[config.mk]
export PLATFORM = sky130hd
export DESIGN_NAME = zero_bit_stuffer
export DESIGN_NICKNAME = d
export VERILOG_FILES = /design/src/design/zbs_pkg.sv /design/src/design/zbs_stuff.sv /design/src/design/zbs_outbuf.sv /design/src/design/zero_bit_stuffer.sv
export SDC_FILE = /design/constraint.sdc
export NUM_CORES = 1
export LEC_CHECK = 0
export BUFFER_PORTS_ARGS = -buffer_cell sky130_fd_sc_hd__buf_2
export CAP_MARGIN = 10
export CORE_UTILIZATION = 65
export CTS_BUF_LIST = sky130_fd_sc_hd__clkbuf_8
export DETAILED_ROUTE_END_ITERATION = 10
export PLACE_DENSITY = 0.84
export SETUP_SLACK_MARGIN = 0.5
export SLEW_MARGIN = 20
export SYNTH_ARGS = -nofsm -noshare
export SYNTH_HDL_FRONTEND = slang
export SYNTH_SLANG_ARGS = --single-unit
[constraint.sdc]
create_clock -name i_clk -period 16.4 [get_ports i_clk]
set_input_delay 0.82 -clock i_clk [delete_from_list [all_inputs] [get_ports i_clk]]
set_output_delay 0.82 -clock i_clk [all_outputs]
set_load 0.01 [all_outputs]
[src/design/zbs_pkg.sv]
`default_nettype none
package zbs_pkg;

    localparam int unsigned BYTE_BITS   = 8;
    localparam int unsigned RUN_LIMIT   = 5;
    localparam int unsigned MAX_RESULTS = 3;
    localparam int unsigned STUFF_BITS  = 10;   // 8 data bits plus at most two zeros
    localparam int unsigned PACK_BITS   = 17;   // 7 held bits plus a stuffed byte
    localparam int unsigned TOTAL_W     = 20;
    localparam logic [TOTAL_W-1:0] TOTAL_MAX = 20'hFFFFF;
    localparam logic [3:0] FULL_COUNT = 4'd8;

    typedef struct packed {
        logic [7:0]         out_byte;
        logic [3:0]         valid_bits;
        logic               last_out;
        logic [TOTAL_W-1:0] frame_bits;
    } t_result;

    // Results of one input byte, item[0] first; n is 1 to 3.
    typedef struct packed {
        t_result [MAX_RESULTS-1:0] item;
        logic [1:0]                n;
    } t_group;

endpackage
`default_nettype wire

[src/design/zbs_stuff.sv]
`default_nettype none
module zbs_stuff (
    input  wire logic          i_clk,
    input  wire logic          i_rst_n,
    input  wire logic          i_load,
    input  wire logic [7:0]    i_data,
    input  wire logic          i_end,
    output zbs_pkg::t_group    o_group
);

    logic [2:0]                      r_ones_run;
    logic [6:0]                      r_pend_bits;
    logic [2:0]                      r_pend_cnt;
    logic [zbs_pkg::TOTAL_W-1:0]     r_total;

    logic [2:0]                      run;
    logic [zbs_pkg::STUFF_BITS-1:0]  stf;
    logic [3:0]                      pos;
    logic [zbs_pkg::PACK_BITS-1:0]   packed_bits;
    logic [4:0]                      total_cnt;
    logic [1:0]                      nfull;
    logic [6:0]                      n_pend_bits;
    logic [2:0]                      n_pend_cnt;
    logic [zbs_pkg::TOTAL_W:0]       sum;
    logic [zbs_pkg::TOTAL_W-1:0]     n_total;
    zbs_pkg::t_result                flush;

    // Serialize the byte LSB first, inserting a zero after five ones.
    always_comb begin
        run = r_ones_run;
        stf = '0;
        pos = '0;
        for (int i = 0; i < zbs_pkg::BYTE_BITS; i++) begin
            stf[pos] = i_data[i];
            pos      = pos + 4'd1;
            if (i_data[i]) begin
                if (run == 3'(zbs_pkg::RUN_LIMIT - 1)) begin
                    pos = pos + 4'd1;
                    run = '0;
                end else begin
                    run = run + 3'd1;
                end
            end else begin
                run = '0;
            end
        end
    end

    always_comb begin
        packed_bits = {10'b0, r_pend_bits}
                    | ({7'b0, stf} << r_pend_cnt);
        total_cnt   = {2'b0, r_pend_cnt} + {1'b0, pos};
        if (total_cnt >= 5'd16) begin
            nfull       = 2'd2;
            n_pend_bits = {6'b0, packed_bits[16]};
            n_pend_cnt  = 3'(total_cnt - 5'd16);
        end else if (total_cnt >= 5'd8) begin
            nfull       = 2'd1;
            n_pend_bits = packed_bits[14:8];
            n_pend_cnt  = 3'(total_cnt - 5'd8);
        end else begin
            nfull       = 2'd0;
            n_pend_bits = packed_bits[6:0];
            n_pend_cnt  = total_cnt[2:0];
        end
        sum     = {1'b0, r_total} + 21'(pos);
        n_total = (sum >= {1'b0, zbs_pkg::TOTAL_MAX}) ? zbs_pkg::TOTAL_MAX
                                                      : sum[zbs_pkg::TOTAL_W-1:0];
    end

    always_comb begin
        flush.out_byte   = {1'b0, n_pend_bits};
        flush.valid_bits = {1'b0, n_pend_cnt};
        flush.last_out   = 1'b1;
        flush.frame_bits = n_total;

        o_group        = '0;
        o_group.n      = nfull;
        o_group.item[0].out_byte   = packed_bits[7:0];
        o_group.item[0].valid_bits = zbs_pkg::FULL_COUNT;
        o_group.item[1].out_byte   = packed_bits[15:8];
        o_group.item[1].valid_bits = zbs_pkg::FULL_COUNT;
        if (nfull != 2'd2) begin
            o_group.item[1] = '0;
        end
        if (i_end) begin
            if (n_pend_cnt != 3'd0) begin
                o_group.n = nfull + 2'd1;
                case (nfull)
                    2'd0:    o_group.item[0] = flush;
                    2'd1:    o_group.item[1] = flush;
                    default: o_group.item[2] = flush;
                endcase
            end else begin
                // frame ends on a byte boundary: mark the last full byte
                case (nfull)
                    2'd2: begin
                        o_group.item[1].last_out   = 1'b1;
                        o_group.item[1].frame_bits = n_total;
                    end
                    default: begin
                        o_group.item[0].last_out   = 1'b1;
                        o_group.item[0].frame_bits = n_total;
                    end
                endcase
            end
        end
    end

    always_ff @(posedge i_clk) begin
        if (!i_rst_n) begin
            r_ones_run  <= '0;
            r_pend_bits <= '0;
            r_pend_cnt  <= '0;
            r_total     <= '0;
        end else if (i_load) begin
            if (i_end) begin
                r_ones_run  <= '0;
                r_pend_bits <= '0;
                r_pend_cnt  <= '0;
                r_total     <= '0;
            end else begin
                r_ones_run  <= run;
                r_pend_bits <= n_pend_bits;
                r_pend_cnt  <= n_pend_cnt;
                r_total     <= n_total;
            end
        end
    end

    a_end_clears: assert property (@(posedge i_clk) disable iff (!i_rst_n)
        (i_load && i_end) |=> (r_ones_run == 3'd0 && r_pend_cnt == 3'd0
                               && r_total == '0))
        else $error("frame state not cleared after frame end");

    a_group_nonempty: assert property (@(posedge i_clk) disable iff (!i_rst_n)
        i_load |-> (o_group.n != 2'd0))
        else $error("input byte produced no result");

endmodule
`default_nettype wire

[src/design/zbs_outbuf.sv]
`default_nettype none
module zbs_outbuf (
    input  wire logic            i_clk,
    input  wire logic            i_rst_n,
    input  wire logic            i_load,
    input  wire zbs_pkg::t_group i_group,
    output logic                 o_can_load,
    output logic                 o_valid,
    input  wire logic            i_ready,
    output zbs_pkg::t_result     o_item
);

    zbs_pkg::t_result [zbs_pkg::MAX_RESULTS-1:0] r_items;
    logic [1:0]                                  r_cnt;
    logic                                        take;

    assign o_valid    = (r_cnt != 2'd0);
    assign take       = o_valid && i_ready;
    assign o_can_load = (r_cnt == 2'd0) || (r_cnt == 2'd1 && take);
    assign o_item     = r_items[0];

    always_ff @(posedge i_clk) begin
        if (!i_rst_n) begin
            r_cnt <= '0;
        end else if (i_load) begin
            r_cnt <= i_group.n;
        end else if (take) begin
            r_cnt <= r_cnt - 2'd1;
        end
    end

    // advance the queue one item per taken beat
    always_ff @(posedge i_clk) begin
        if (i_load) begin
            r_items <= i_group.item;
        end else if (take) begin
            r_items[0] <= r_items[1];
            r_items[1] <= r_items[2];
        end
    end

    a_last_is_final: assert property (@(posedge i_clk) disable iff (!i_rst_n)
        (r_cnt > 2'd1) |-> !r_items[0].last_out)
        else $error("last_out ahead of remaining results");

    a_mid_total_zero: assert property (@(posedge i_clk) disable iff (!i_rst_n)
        (o_valid && !o_item.last_out) |-> (o_item.frame_bits == '0))
        else $error("frame_bits nonzero on a non-final beat");

    a_mid_full: assert property (@(posedge i_clk) disable iff (!i_rst_n)
        (o_valid && !o_item.last_out) |-> (o_item.valid_bits == zbs_pkg::FULL_COUNT))
        else $error("partial byte before frame end");

endmodule
`default_nettype wire

[src/design/zero_bit_stuffer.sv]
// Channel   Direction  tdata (low bit up)                         tlast
// s_axis    in         data_byte[7:0]                             frame_end
// m_axis    out        out_byte[7:0] valid_bits[11:8]             last_out
//                      frame_bits[31:12]
//
// Each byte is held in an input register, stuffed in one pass of logic and
// loaded as a group of one to three results into the output queue.
// A byte yields one or two results, three only at a frame end with a partial
// byte; the output port sends one beat per cycle while tready is held high.
// Reset (synchronous, active low) empties both registers and clears the state.
// A stalled output holds the queue; tready drops until its final beat is taken.
`default_nettype none
module zero_bit_stuffer (
    input  wire logic        i_clk,
    input  wire logic        i_rst_n,
    input  wire logic        i_s_axis_tvalid,
    output logic             o_s_axis_tready,
    input  wire logic [7:0]  i_s_axis_tdata,   // data_byte
    input  wire logic        i_s_axis_tlast,   // frame_end
    output logic             o_m_axis_tvalid,
    input  wire logic        i_m_axis_tready,
    output logic [31:0]      o_m_axis_tdata,   // out_byte, valid_bits, frame_bits
    output logic             o_m_axis_tlast    // last_out
);

    logic             r_in_valid;
    logic [7:0]       r_in_data;
    logic             r_in_end;
    logic             can_load;
    logic             load;
    zbs_pkg::t_group  group;
    zbs_pkg::t_result item;

    // move the held byte on whenever the queue will be empty
    assign load            = r_in_valid && can_load;
    assign o_s_axis_tready = !r_in_valid || load;

    always_ff @(posedge i_clk) begin
        if (!i_rst_n) begin
            r_in_valid <= 1'b0;
        end else if (o_s_axis_tready) begin
            r_in_valid <= i_s_axis_tvalid;
        end
    end

    always_ff @(posedge i_clk) begin
        if (o_s_axis_tready && i_s_axis_tvalid) begin
            r_in_data <= i_s_axis_tdata;
            r_in_end  <= i_s_axis_tlast;
        end
    end

    zbs_stuff u_stuff (
        .i_clk   (i_clk),
        .i_rst_n (i_rst_n),
        .i_load  (load),
        .i_data  (r_in_data),
        .i_end   (r_in_end),
        .o_group (group)
    );

    zbs_outbuf u_outbuf (
        .i_clk      (i_clk),
        .i_rst_n    (i_rst_n),
        .i_load     (load),
        .i_group    (group),
        .o_can_load (can_load),
        .o_valid    (o_m_axis_tvalid),
        .i_ready    (i_m_axis_tready),
        .o_item     (item)
    );

    assign o_m_axis_tdata = {item.frame_bits, item.valid_bits, item.out_byte};
    assign o_m_axis_tlast = item.last_out;

endmodule
`default_nettype wire

# Word-level counts from Yosys, hierarchy flattened
# Cells that the tools add are included.
[totals]
word_cells = 185
regBits = 144
in_bits = 13
[classes]
mux = 80
bitwise = 3
shifts = 1
reduce_logical = 22
order_cmp = 17
n_eq_ne = 12
addsub = 28
[op_table]
columns = ["operator", "n"]
rows = [
  ["$mux 66", 2],
  ["$mux 21", 5],
  ["$mux 33", 3],
  ["$bwmux 10", 7],
  ["$mux 68", 1],
  ["$mux 3", 20],
  ["$mux 4", 15],
  ["$add 4x1->4 const B", 14],
  ["$mux 20", 2],
  ["$lt 4x5->1 const B", 7],
  ["$demux 1 s4", 7],
  ["$ge 4x1->1 const B", 7],
  ["$add 3x1->3 const B", 8],
  ["$eq 3x3->1 const B", 8],
  ["$mux 12", 2],
  ["$add 20x4->21", 1],
  ["$ge 21x20->1 const B", 1],
  ["$mux 7", 3],
  ["$or 7x17->17", 1],
  ["$shl 10x3->17", 1],
  ["$logic_and 1x1->1", 11],
  ["$mux 2", 5],
  ["$mux 1", 8],
  ["$sub 3x1->3 const B", 2],
  ["other kinds (17)", 22],
]

# Longest topological paths before layout
# Gate-level depths: netlist of run 1.
[logic_depth]
word_depth = 41
mapped_depth = 48

# Hierarchy
# A second synthesis of run 1 with hierarchy kept.
[unflattened]
hier_cells = 1152
hier_area_um2 = 10899.2
[modules_own_cells]
columns = ["mod", "n_inst", "cells_per_inst", "area_each_um2"]
rows = [
  ["zbs_stuff", 1, 912, 6366.1],
  ["zbs_outbuf", 1, 225, 4197.8],
  ["zero_bit_stuffer", 1, 15, 335.3],
]

# Worst setup path before layout of run 1
# Ideal clock, no wire load.
[synth_timing]
path_type = "reg-to-reg"
from = "register u_stuff.r_ones_run[0]"
to = "register u_outbuf.r_items, in the netlist u_outbuf.o_item[8], data pin"
t_arrival_ns = 8.445
required_time_ns = 16.144
setup_time_ns = 0.256
path_stages_with_launch = 41
setup_slack_ns = 7.699
cell_sequence = "dfxtp_1 inv_1 ha_1 nand2_1 nand3_1 ha_1 or3b_1 o211a_1 a21oi_2 o21ai_1 nand2_1 nand3_1 ha_1 and3b_1 o21ai_0 nand3_1 mux2_2 and3_1 [... 5 more ...] clkbuf_1 inv_1 nor2_1 a32oi_1 o21ai_1 xnor3_1 ha_1 nor2b_1 o2111ai_1 nor2_1 and3_1 clkbuf_1 nand3_1 xor2_1 o22a_1 clkbuf_1 o21ai_0 a22o_1"
[synth_between]
elab_chain_len = 40
elab_cells_between_ends = 79
cone_classes = "add/sub (25); order compare (3); eq/ne (9); mux (40); reduce/logical (2)"
[synth_rtl]
columns = ["element", "line_no", "rtl"]
rows = [
  ["start: declaration", "zbs_stuff.sv:11", "logic [2:0] r_ones_run;"],
  ["start signal: assignment", "zbs_stuff.sv:123", "r_ones_run <= run;"],
  ["$eq 3x3->1", "zbs_stuff.sv:37", "if (run == 3'(zbs_pkg::RUN_LIMIT - 1)) begin"],
  ["$mux 2", "zbs_stuff.sv:37", ""],
  ["$mux 4", "zbs_stuff.sv:36", "if (i_data[i]) begin"],
  ["$add 4x1->4", "zbs_stuff.sv:35", "pos = pos + 4'd1;"],
  ["$add 4x1->4", "zbs_stuff.sv:38", "pos = pos + 4'd1;"],
  ["$mux 4", "zbs_stuff.sv:37", ""],
  ["$mux 4", "zbs_stuff.sv:36", ""],
  ["$add 4x1->4", "zbs_stuff.sv:35", ""],
  ["[... 19 more ...]", "-", ""],
  ["$add 4x1->4", "zbs_stuff.sv:35", ""],
  ["$add 4x1->4", "zbs_stuff.sv:38", ""],
  ["$mux 4", "zbs_stuff.sv:37", ""],
  ["$mux 4 *", "zbs_stuff.sv:36", ""],
  ["branches (longest 6 deep; another with $add 20x4->21)", "-", ""],
  ["$mux 21 *", "zbs_stuff.sv:87", "if (n_pend_cnt != 3'd0) begin"],
  ["$mux 68 *", "zbs_stuff.sv:86", "if (i_end) begin"],
  ["$mux 66 *", "zbs_outbuf.sv:34", "if (i_load) begin"],
  ["end signal: assignment", "zbs_outbuf.sv:35", "r_items <= i_group.item;"],
  ["end: declaration", "zbs_outbuf.sv:13", "zbs_pkg::t_result [zbs_pkg::MAX_RESULTS-1:0] r_items;"],
]
# Mark *: on every way between the ends.
# A chain may end at the register's enable or synchronous reset.

# Final worst setup path of run 1
[layout_timing]
from = "register u_stuff.r_ones_run[0]"
to = "register u_outbuf.r_items[41] (netlist bit), data pin"
[layout_between]
elab_chain_len = 40
elab_cells_between_ends = 79
cone_classes = "add/sub (25); order compare (3); eq/ne (10); mux (40); reduce/logical (1)"
[layout_rtl]
columns = ["element", "line_no"]
rows = [
  ["$eq 3x3->1", "zbs_stuff.sv:37"],
  ["$mux 2", "zbs_stuff.sv:37"],
  ["$mux 4", "zbs_stuff.sv:36"],
  ["$add 4x1->4", "zbs_stuff.sv:35"],
  ["$add 4x1->4", "zbs_stuff.sv:38"],
  ["$mux 4", "zbs_stuff.sv:37"],
  ["$mux 4", "zbs_stuff.sv:36"],
  ["$add 4x1->4", "zbs_stuff.sv:35"],
  ["[... 19 more ...]", "-"],
  ["$add 4x1->4", "zbs_stuff.sv:35"],
  ["$add 4x1->4", "zbs_stuff.sv:38"],
  ["$mux 4", "zbs_stuff.sv:37"],
  ["$mux 4 *", "zbs_stuff.sv:36"],
  ["branches (longest 6 deep; another with $add 20x4->21)", "-"],
  ["$mux 21 *", "zbs_stuff.sv:87"],
  ["$mux 68 *", "zbs_stuff.sv:86"],
  ["$mux 66 *", "zbs_outbuf.sv:34"],
]
# Marked as above.

==> impl_metrics.env, run 1 <==
export IMPL_status="finished, final reports clean"
export IMPL_synth_enable_flop_cells=106
export IMPL_htreeDepth=4
export IMPL_dr_pass1_iters=9
export IMPL_port_buffers=47
export IMPL_grt_first_pass_wirelength_microns=37600
export IMPL_fin_worst_skew_ns=0.0186
export IMPL_overflow=0
export IMPL_grt_max_degree=69
export IMPL_min_period_ns=10.13
export IMPL_die_h_microns=125
export IMPL_synthArstFlopShare_pct=0
export IMPL_cp_data_required_time_ns=16.63
export IMPL_critical_path_max_stage_delay_ns=0.82
export IMPL_fin_crit_sh_pct=61.8
export IMPL_path_clk_slew_ns=0.10
export IMPL_holdCritPathClass="reg -> reg"
export IMPL_cts_resized=0
export IMPL_crit_type="reg -> reg"
export IMPL_yosysWarnings=0
export IMPL_floorplan_initialDensity_pct=67.1
export IMPL_synthTopCellsByCount="nand2_1 (118), edfxtp_1 (106), nor2_1 (81)"
export IMPL_p_per_area_nw_per_um2=127
export IMPL_hold_buffers=0
export IMPL_critPathBufInv=4
export IMPL_tns_ns=0
export IMPL_cts_tree="done"
export IMPL_wl_microns=23200
export IMPL_coreArea_sq_um=14700
export IMPL_dieArea_sq_um=15700
export IMPL_synth_flop_cell="edfxtp_1"
export IMPL_post_synth_num_cell_types=87
export IMPL_synth_top_area_share_pct=32.3
export IMPL_netlist_instances=1049
export IMPL_synth_area_leaders="edfxtp_1 (32%), dfxtp_1 (7.3%), ha_1 (4.9%)"
export IMPL_nets=1094
export IMPL_drive_gt1_share_pct=12.5
export IMPL_dp_hpwl_microns=16200
export IMPL_finalPower_w=0.00132
export IMPL_rows=44
export IMPL_die_w_microns=125
export IMPL_num_io_pins=48
export IMPL_synth_most_common_cell="nand2_1"
export IMPL_maxSlewViolCount=0
export IMPL_hold_violations=0
export IMPL_crit_family="compound AO/OA/AOI/OAI gates"
export IMPL_avgSynthCellArea_sq_um=9.41
export IMPL_p_leak_nw=4.08
export IMPL_clkLatencyLatePin_ns=0.48
export IMPL_cp_end_kind="flip-flop"
export IMPL_synth_top_area_cell="edfxtp_1"
export IMPL_drc=0
export IMPL_antenna_left=0
export IMPL_ys_seq_area_share_pct=39.6
export IMPL_diodes=0
export IMPL_max_slew_margin_pct=37.3
export IMPL_cap_violations=0
export IMPL_synth_seq_cells=142
export IMPL_place_congestion=0.938
export IMPL_netlist_area_sq_um=9870
export IMPL_vias_per_cell=6.47
export IMPL_first_iter_violations=838
export IMPL_area_delta_synth_final_pct=4.88
export IMPL_vias=8006
export IMPL_root_buffer="clkbuf_8"
export IMPL_tightest_slew_ns=0.941
export IMPL_rsz0062_at_grt="no"
export IMPL_fillCellCount=1124
export IMPL_grt_pass1_vias=7282
export IMPL_cts_sinks=142
export IMPL_ir_drop_mv=0.203
export IMPL_grtUsageTotal_pct=30.4
export IMPL_setup_viol=0
export IMPL_cts_setup_buffers=0
export IMPL_max_freq_mhz=98.7
export IMPL_cts_buffers=17
export IMPL_clk_path_buf_depth=2
export IMPL_cp_arrival_ns=10.36
export IMPL_cp_start_kind="flip-flop"
export IMPL_cp_max_fo=31
export IMPL_cpMostUsedCell="ha_1"
export IMPL_routedWlPerCell_microns=18.8
export IMPL_antenna_found_initial=0
export IMPL_crit_slowest_cell="o22a_1"
power by group:
| group | leakage (nW) | internal (W) | switching [W] |
|---|---|---|---|
| registers | 1.31 | 0.000516 | 0.0000381 |
| clock network | 0.185 | 0.000124 | 0.000157 |
| logic | 2.58 | 0.000171 | 0.000309 |
worst min-delay path: stages, from the launching register on:
cell	delay, ns
dfxtp_1	0.33
nand2_1	0.05
o31ai_1	0.05
kinds of logic after synthesis:
group,Yosys count,share of synthesized area (%)
flip-flops,142,39.6
adder cells (fa/ha/maj),41,5.35
AO/OA/AOI/OAI,276,20.5
other,2,0.0761
multiplexers,31,3.75
XOR/XNOR,49,5.69
AND/OR/NAND/NOR,367,18.4
buffers and inverters,141,6.75
layout make-up:
class | count | area, sq um | share of cell area [%]
inverters | 51 | 191 | 1.85
repair buffers | 54 | 288 | 2.78
multi-input cells | 774 | 5350 | 51.7
clock inverters | 15 | 154 | 1.49
clock buffers | 17 | 234 | 2.26
well taps | 184 | 230 | 2.22
flip-flops and latches | 142 | 3900 | 37.7
path summary, 6_finish.rpt:
| check | startpoint | endpoint | slack [ns] | cells past startpoint |
|---|---|---|---|---|
| min | u_stuff.r_pend_bits[4] | u_stuff.r_pend_bits[4] | 0.48 | 2 |
| max reg2reg | u_stuff.r_ones_run[0] | u_outbuf.r_items[41] | 6.27 | 38 |
| max | u_stuff.r_ones_run[0] | u_outbuf.r_items[41] | 6.27 | 38 |
| min reg2reg | u_stuff.r_pend_bits[4] | u_stuff.r_pend_bits[4] | 0.48 | 2 |
state kept, by name (all words and copies together), names as in the netlist:
signal	count
u_outbuf.r_items	64
u_outbuf.r_cnt	2
u_outbuf.o_item	33
u_stuff.r_total	20
u_stuff.r_pend_cnt	3
r_in_valid	1
r_in_end	1
u_stuff.r_ones_run	3
r_in_data	8
u_stuff.r_pend_bits	7
routing by layer:
metal  track usage, %  wire [microns]  vias up
met1             43.6           10800     3780
met2             45.6           10300      328
met5                0               0        -
met4             10.8             480        0
met3             6.46            1640       46
li1                 -               -     3852
metrics by stage:
| step | worst slack, ns | area (sq um) | hold WS [ns] | util, % | std cells |
|---|---|---|---|---|---|
| CTS | 6.37 | 10300 | 0.476 | 70.4 | 1237 |
| global route | 5.25 | 10300 | 0.495 | 70.4 | 1237 |
| global placement | 6.86 | 9960 | 0.453 | 67.8 | 1205 |
| floorplan | 7.70 | 9900 | 0.437 | - | 1057 |
| detailed placement | 6.40 | 9960 | 0.461 | 67.8 | 1205 |
| finish | 6.27 | 10300 | 0.480 | 70.4 | 1237 |
cells in the final DEF (no fill, tap or decap), types with 12 or more instances in the layout:
cell / Yosys / layout
inv_1: 47 / 47
ha_1: 39 / 39
a22oi_1: 23 / 23
edfxtp_1: 106 / 106
dfxtp_1: 36 / 36
nand3_1: 37 / 37
nand4_1: 16 / 16
nor2_1: 81 / 81
a21o_1: 13 / 13
a22o_1: 43 / 43
and2_1: 12 / 12
and3_1: 18 / 18
o211ai_1: 14 / 14
nand2_1: 118 / 118
xor2_1: 17 / 17
a21oi_1: 53 / 53
mux2i_1: 19 / 19
xnor2_1: 21 / 21
o21ai_0: 29 / 29
nor3_1: 21 / 21
buf_2: 10 / 47
clkbuf_8: 0 / 17
(Power assumes the default switching activity.)
==> inputs of run 2 (changes only) <==
Settings changed: CORE_UTILIZATION 65 to 64, PLACE_DENSITY 0.84 to 0.83.
Clock period 16.4 ns to 10.3 ns, I/O delays scaled along.
==> impl_metrics.env, run 2 (synthesis results as in run 1) <==
export IMPL_fin_crit_sh_pct=88.6
export IMPL_cap_violations=0
export IMPL_worstHoldStart="i_s_axis_tlast"
export IMPL_p_per_area_nw_per_um2=199
export IMPL_multi_input_area_sq_um=5420
export IMPL_root_buffer="clkbuf_8"
export IMPL_cp_start_kind="flip-flop"
export IMPL_wl_microns=24000
export IMPL_drc=0
export IMPL_grt_pass1_vias=7674
export IMPL_fin_util_pct=69.0
export IMPL_final_cell_mix="nand2_1 (118), edfxtp_1 (106), nor2_1 (80)"
export IMPL_critical_path_max_stage_delay_ns=0.50
export IMPL_status="finished, final reports clean"
export IMPL_hold_buffers=0
export IMPL_grt_first_pass_wirelength_microns=38600
export IMPL_holdCritPathClass="in -> reg"
export IMPL_area_delta_synth_final_pct=5.87
export IMPL_port_buffers=47
export IMPL_final_common_cell="nand2_1"
export IMPL_antenna_left=0
export IMPL_dieArea_sq_um=15900
export IMPL_whs_ns=0.246
export IMPL_cp_max_fo=17
export IMPL_rows=45
export IMPL_top_register="u_outbuf.r_items"
export IMPL_rsz0062_at_grt="no"
export IMPL_die_h_microns=126
export IMPL_min_period_ns=9.13
export IMPL_floorplan_initialDensity_pct=65.2
export IMPL_tightest_slew_ns=0.981
export IMPL_antenna_found_initial=0
export IMPL_cp_end_kind="flip-flop"
export IMPL_p_leak_nw=4.12
export IMPL_cp_arrival_ns=9.33
export IMPL_seqCellArea_sq_um=3900
export IMPL_num_io_pins=48
export IMPL_place_congestion=0.948
export IMPL_crit_type="reg -> reg"
export IMPL_dp_hpwl_microns=16600
export IMPL_nets=1101
export IMPL_cpMostUsedCell="ha_1"
export IMPL_r2r_start="u_stuff.r_ones_run[0]"
export IMPL_cts_sinks=142
export IMPL_clkLatencyLatePin_ns=0.45
export IMPL_diodes=0
export IMPL_coreArea_sq_um=15100
export IMPL_vias=8149
export IMPL_cts_buffers=17
export IMPL_first_iter_violations=771
export IMPL_htreeDepth=4
export IMPL_cp_data_required_time_ns=10.50
export IMPL_ir_drop_mv=0.275
export IMPL_tns_ns=0
export IMPL_largest_register_ffs=64
export IMPL_overflow=0
export IMPL_grtUsageTotal_pct=30.6
export IMPL_vias_per_cell=6.53
export IMPL_dr_pass1_iters=6
export IMPL_crit_slowest_cell="xnor3_2"
export IMPL_fin_worst_skew_ns=0.0141
export IMPL_maxSlewViolCount=0
export IMPL_max_slew_margin_pct=34.6
export IMPL_clk_path_buf_depth=2
export IMPL_hold_violations=0
export IMPL_die_w_microns=126
export IMPL_drive_gt1_share_pct=14.2
export IMPL_max_freq_mhz=110
export IMPL_path_clk_slew_ns=0.08
export IMPL_grt_max_degree=94
export IMPL_cts_tree="done"
export IMPL_fillCellCount=1173
export IMPL_routedWlPerCell_microns=19.2
export IMPL_cp_startpoint="u_stuff.r_ones_run[0]"
export IMPL_setup_viol=0
[run 2: cell types whose count changed in the layout (fill, tap and decap cells not counted), sizes merged]
| cell | delta |
|---|---|
| clkinv | -1 |
| inv | -1 |
| clkinvlp | +2 |
| buf | +7 |
[run 2: power breakdown]
part | switching, W | leakage, nW | internal, W
sequential | 0.0000676 | 1.31 | 0.000823
combinational | 0.000497 | 2.63 | 0.000283
clock | 0.000222 | 0.175 | 0.000189
[run 2: what timing repair did]
| action | 4_1_cts | 5_1_grt |
|---|---|---|
| setup buffers | 0 | 3 |
| setup endpoints to repair | 20 | 71 |
| pin swaps | 0 | 2 |
| resized for setup | 1 | 16 |
[run 2: through the flow]
stage          setup slack (ns)  cells  total power (W)  cell area (sq um)
2_1_floorplan              1.60   1057          0.00150               9900
3_3_place_gp              0.979   1213          0.00164              10000
3_5_place_dp              0.528   1213          0.00166              10000
4_1_cts                   0.598   1245          0.00207              10400
5_1_grt                   0.531   1248          0.00220              10400
6_report                   1.17   1248          0.00208              10400
[run 2: worst max-delay path, delay by kind of cell, from the launching register on]
kind / cells / cell delay (ns)
buffers and inverters: 4 / 0.55
flip-flops: 1 / 0.38
adder cells (fa/ha/maj): 8 / 2.48
AO/OA/AOI/OAI: 8 / 1.59
AND/OR/NAND/NOR: 17 / 2.61
XOR/XNOR: 3 / 0.97
multiplexers: 1 / 0.30
[run 2: final cells by class]
cell class / instances / share of cell area (%)
Clock buffer: 17 / 2.24
Clock inverter: 15 / 1.17
Inverter: 51 / 1.83
Multi-Input combinational cell: 774 / 51.9
Sequential cell: 142 / 37.4
Tap cell: 188 / 2.25
Timing Repair Buffer: 61 / 3.26
[run 2: final timing paths]
kind                                end  slack [ns]  depth (start not counted)
setup / recovery    u_outbuf.o_item[19]        1.17                         41
setup reg to reg    u_outbuf.o_item[19]        1.17                         41
hold reg to reg   u_stuff.r_ones_run[1]        0.48                          2
hold / removal                 r_in_end        0.25                          1
[run 2: metal layers]
layer | part of all wire, % | up-vias | global-route usage [%]
li1 | - | 3861 | -
met1 | 44 | 3859 | 42.7
met2 | 47 | 385 | 48.3
met3 | 7.2 | 44 | 4.67
met4 | 2.0 | 0 | 11.0
met5 | 0 | - | 0
==> inputs of run 3 (changes only) <==
Settings changed: GPL_TIMING_DRIVEN from default to 0.
==> impl_metrics.env, run 3 (synthesis results as in run 1) <==
export IMPL_status="finished, final reports clean"
export IMPL_cpMostUsedCell="ha_1"
export IMPL_cts_sinks=142
export IMPL_cp_end_kind="flip-flop"
export IMPL_seqCellArea_sq_um=3900
export IMPL_fillCellCount=1109
export IMPL_drc=0
export IMPL_place_congestion=0.938
export IMPL_antenna_left=0
export IMPL_routedWlPerCell_microns=19.4
export IMPL_cp_arrival_ns=9.71
export IMPL_root_buffer="clkbuf_8"
export IMPL_num_io_pins=48
export IMPL_diodes=0
export IMPL_min_period_ns=9.46
export IMPL_clkLatencyLatePin_ns=0.46
export IMPL_crit_family="simple AND/OR/NAND/NOR gates"
export IMPL_cp_data_required_time_ns=10.55
export IMPL_nets=1191
export IMPL_rsz0062_at_grt="no"
export IMPL_final_common_cell="nand2_1"
export IMPL_cp_start_kind="flip-flop"
export IMPL_crit_slowest_cell="or4_1"
export IMPL_die_h_microns=126
export IMPL_top_register="u_outbuf.r_items"
export IMPL_clk_path_buf_depth=2
export IMPL_final_cell_mix="nand2_1 (117), edfxtp_1 (106), nor2_1 (80)"
export IMPL_path_clk_slew_ns=0.09
export IMPL_max_slew_margin_pct=32.0
export IMPL_largest_register_ffs=64
export IMPL_p_per_area_nw_per_um2=209
export IMPL_rows=45
export IMPL_dr_pass1_iters=6
export IMPL_dp_hpwl_microns=18600
export IMPL_fin_ws_ns=0.842
export IMPL_die_w_microns=126
export IMPL_vias_per_cell=6.42
export IMPL_multi_input_area_sq_um=5490
export IMPL_vias=8591
export IMPL_critPathBufInv=4
export IMPL_fin_cells=1338
export IMPL_hold_violations=0
export IMPL_overflow=0
export IMPL_grt_pass1_vias=8024
export IMPL_fin_worst_skew_ns=0.0135
export IMPL_coreArea_sq_um=15100
export IMPL_dp_cells=1294
export IMPL_dp_slack_ns=-0.116
export IMPL_critical_path_max_stage_delay_ns=0.52
export IMPL_cap_violations=0
export IMPL_first_iter_violations=825
export IMPL_port_buffers=47
export IMPL_drive_gt1_share_pct=18.7
export IMPL_cts_buffers=17
export IMPL_maxSlewViolCount=0
export IMPL_fin_crit_sh_pct=91.8
export IMPL_htreeDepth=4
export IMPL_grt_max_degree=45
export IMPL_wl_microns=25900
export IMPL_grtUsageTotal_pct=32.8
export IMPL_crit_type="reg -> reg"
export IMPL_cts_tree="done"
export IMPL_area_delta_synth_final_pct=13.1
export IMPL_antenna_found_initial=0
export IMPL_p_leak_nw=4.47
export IMPL_grt_first_pass_wirelength_microns=40700
export IMPL_floorplan_initialDensity_pct=65.2
export IMPL_ir_drop_mv=0.197
export IMPL_tightest_slew_ns=1.01
export IMPL_setup_viol=0
export IMPL_holdCritPathClass="in -> reg"
export IMPL_dieArea_sq_um=15900
export IMPL_cp_max_fo=10
export IMPL_hold_buffers=0
export IMPL_max_freq_mhz=106
[run 3: cell types whose count changed in the layout (fill, tap and decap cells not counted), sizes merged]
| cell | delta |
|---|---|
| buf | +46 |
| bufinv | +5 |
| clkbuf | +45 |
| clkinvlp | -5 |
| inv | -1 |
[run 3: worst paths after layout]
kind,from,to,slack (ns),depth (start not counted)
min,i_s_axis_tdata[7],r_in_data[7],0.22,1
min reg2reg,u_stuff.r_pend_bits[4],u_stuff.r_pend_bits[4],0.48,2
max,u_stuff.r_ones_run[0],u_outbuf.r_items[75],0.84,39
max reg2reg,u_stuff.r_ones_run[0],u_outbuf.r_items[75],0.84,39
[run 3: area by class of cell]
type | count | share of cell area (%)
buffer | 90 | 4.34
clock buffer | 18 | 2.22
clock inverter | 14 | 2.12
inverter | 51 | 1.71
multi-input combinational | 774 | 49.2
sequential | 142 | 35.0
tap | 188 | 2.11
timing repair buffer | 61 | 3.34
[run 3: per-stage QoR]
stage / util [%] / hold WS, ns / power (W) / cell area, sq um / setup TNS (ns)
floorplan: - / 0.437 / 0.00150 / 9900 / 0
global placement: 68.5 / 0.447 / 0.00173 / 10400 / 0
detailed placement: 68.8 / 0.461 / 0.00175 / 10400 / -0.279
CTS: 72.2 / 0.213 / 0.00230 / 10900 / 0
global route: 73.7 / 0.216 / 0.00244 / 11200 / 0
finish: 73.7 / 0.225 / 0.00233 / 11200 / 0
[run 3: routing by layer]
layer	global-route usage, %	up-vias	routed length [microns]
met5	0	-	0
met4	12.6	0	584
met3	7.35	58	2260
met2	51.4	435	11800
met1	44.5	4047	11300
li1	-	4051	-
[run 3: report_power, final]
part / internal [W] / switching, W / leakage (nW)
clock: 0.000320 / 0.000225 / 0.246
combinational: 0.000369 / 0.000558 / 2.92
sequential: 0.000819 / 0.0000448 / 1.31
total: 0.00151 / 0.000827 / 4.47
[run 3: repair_timing]
item / 4_1_cts / 5_1_grt
hold endpoints to repair: 0 / 0
resized for setup: 11 / 38
setup buffers: 0 / 12
pin swaps: 0 / 7
setup endpoints to repair: 68 / 76
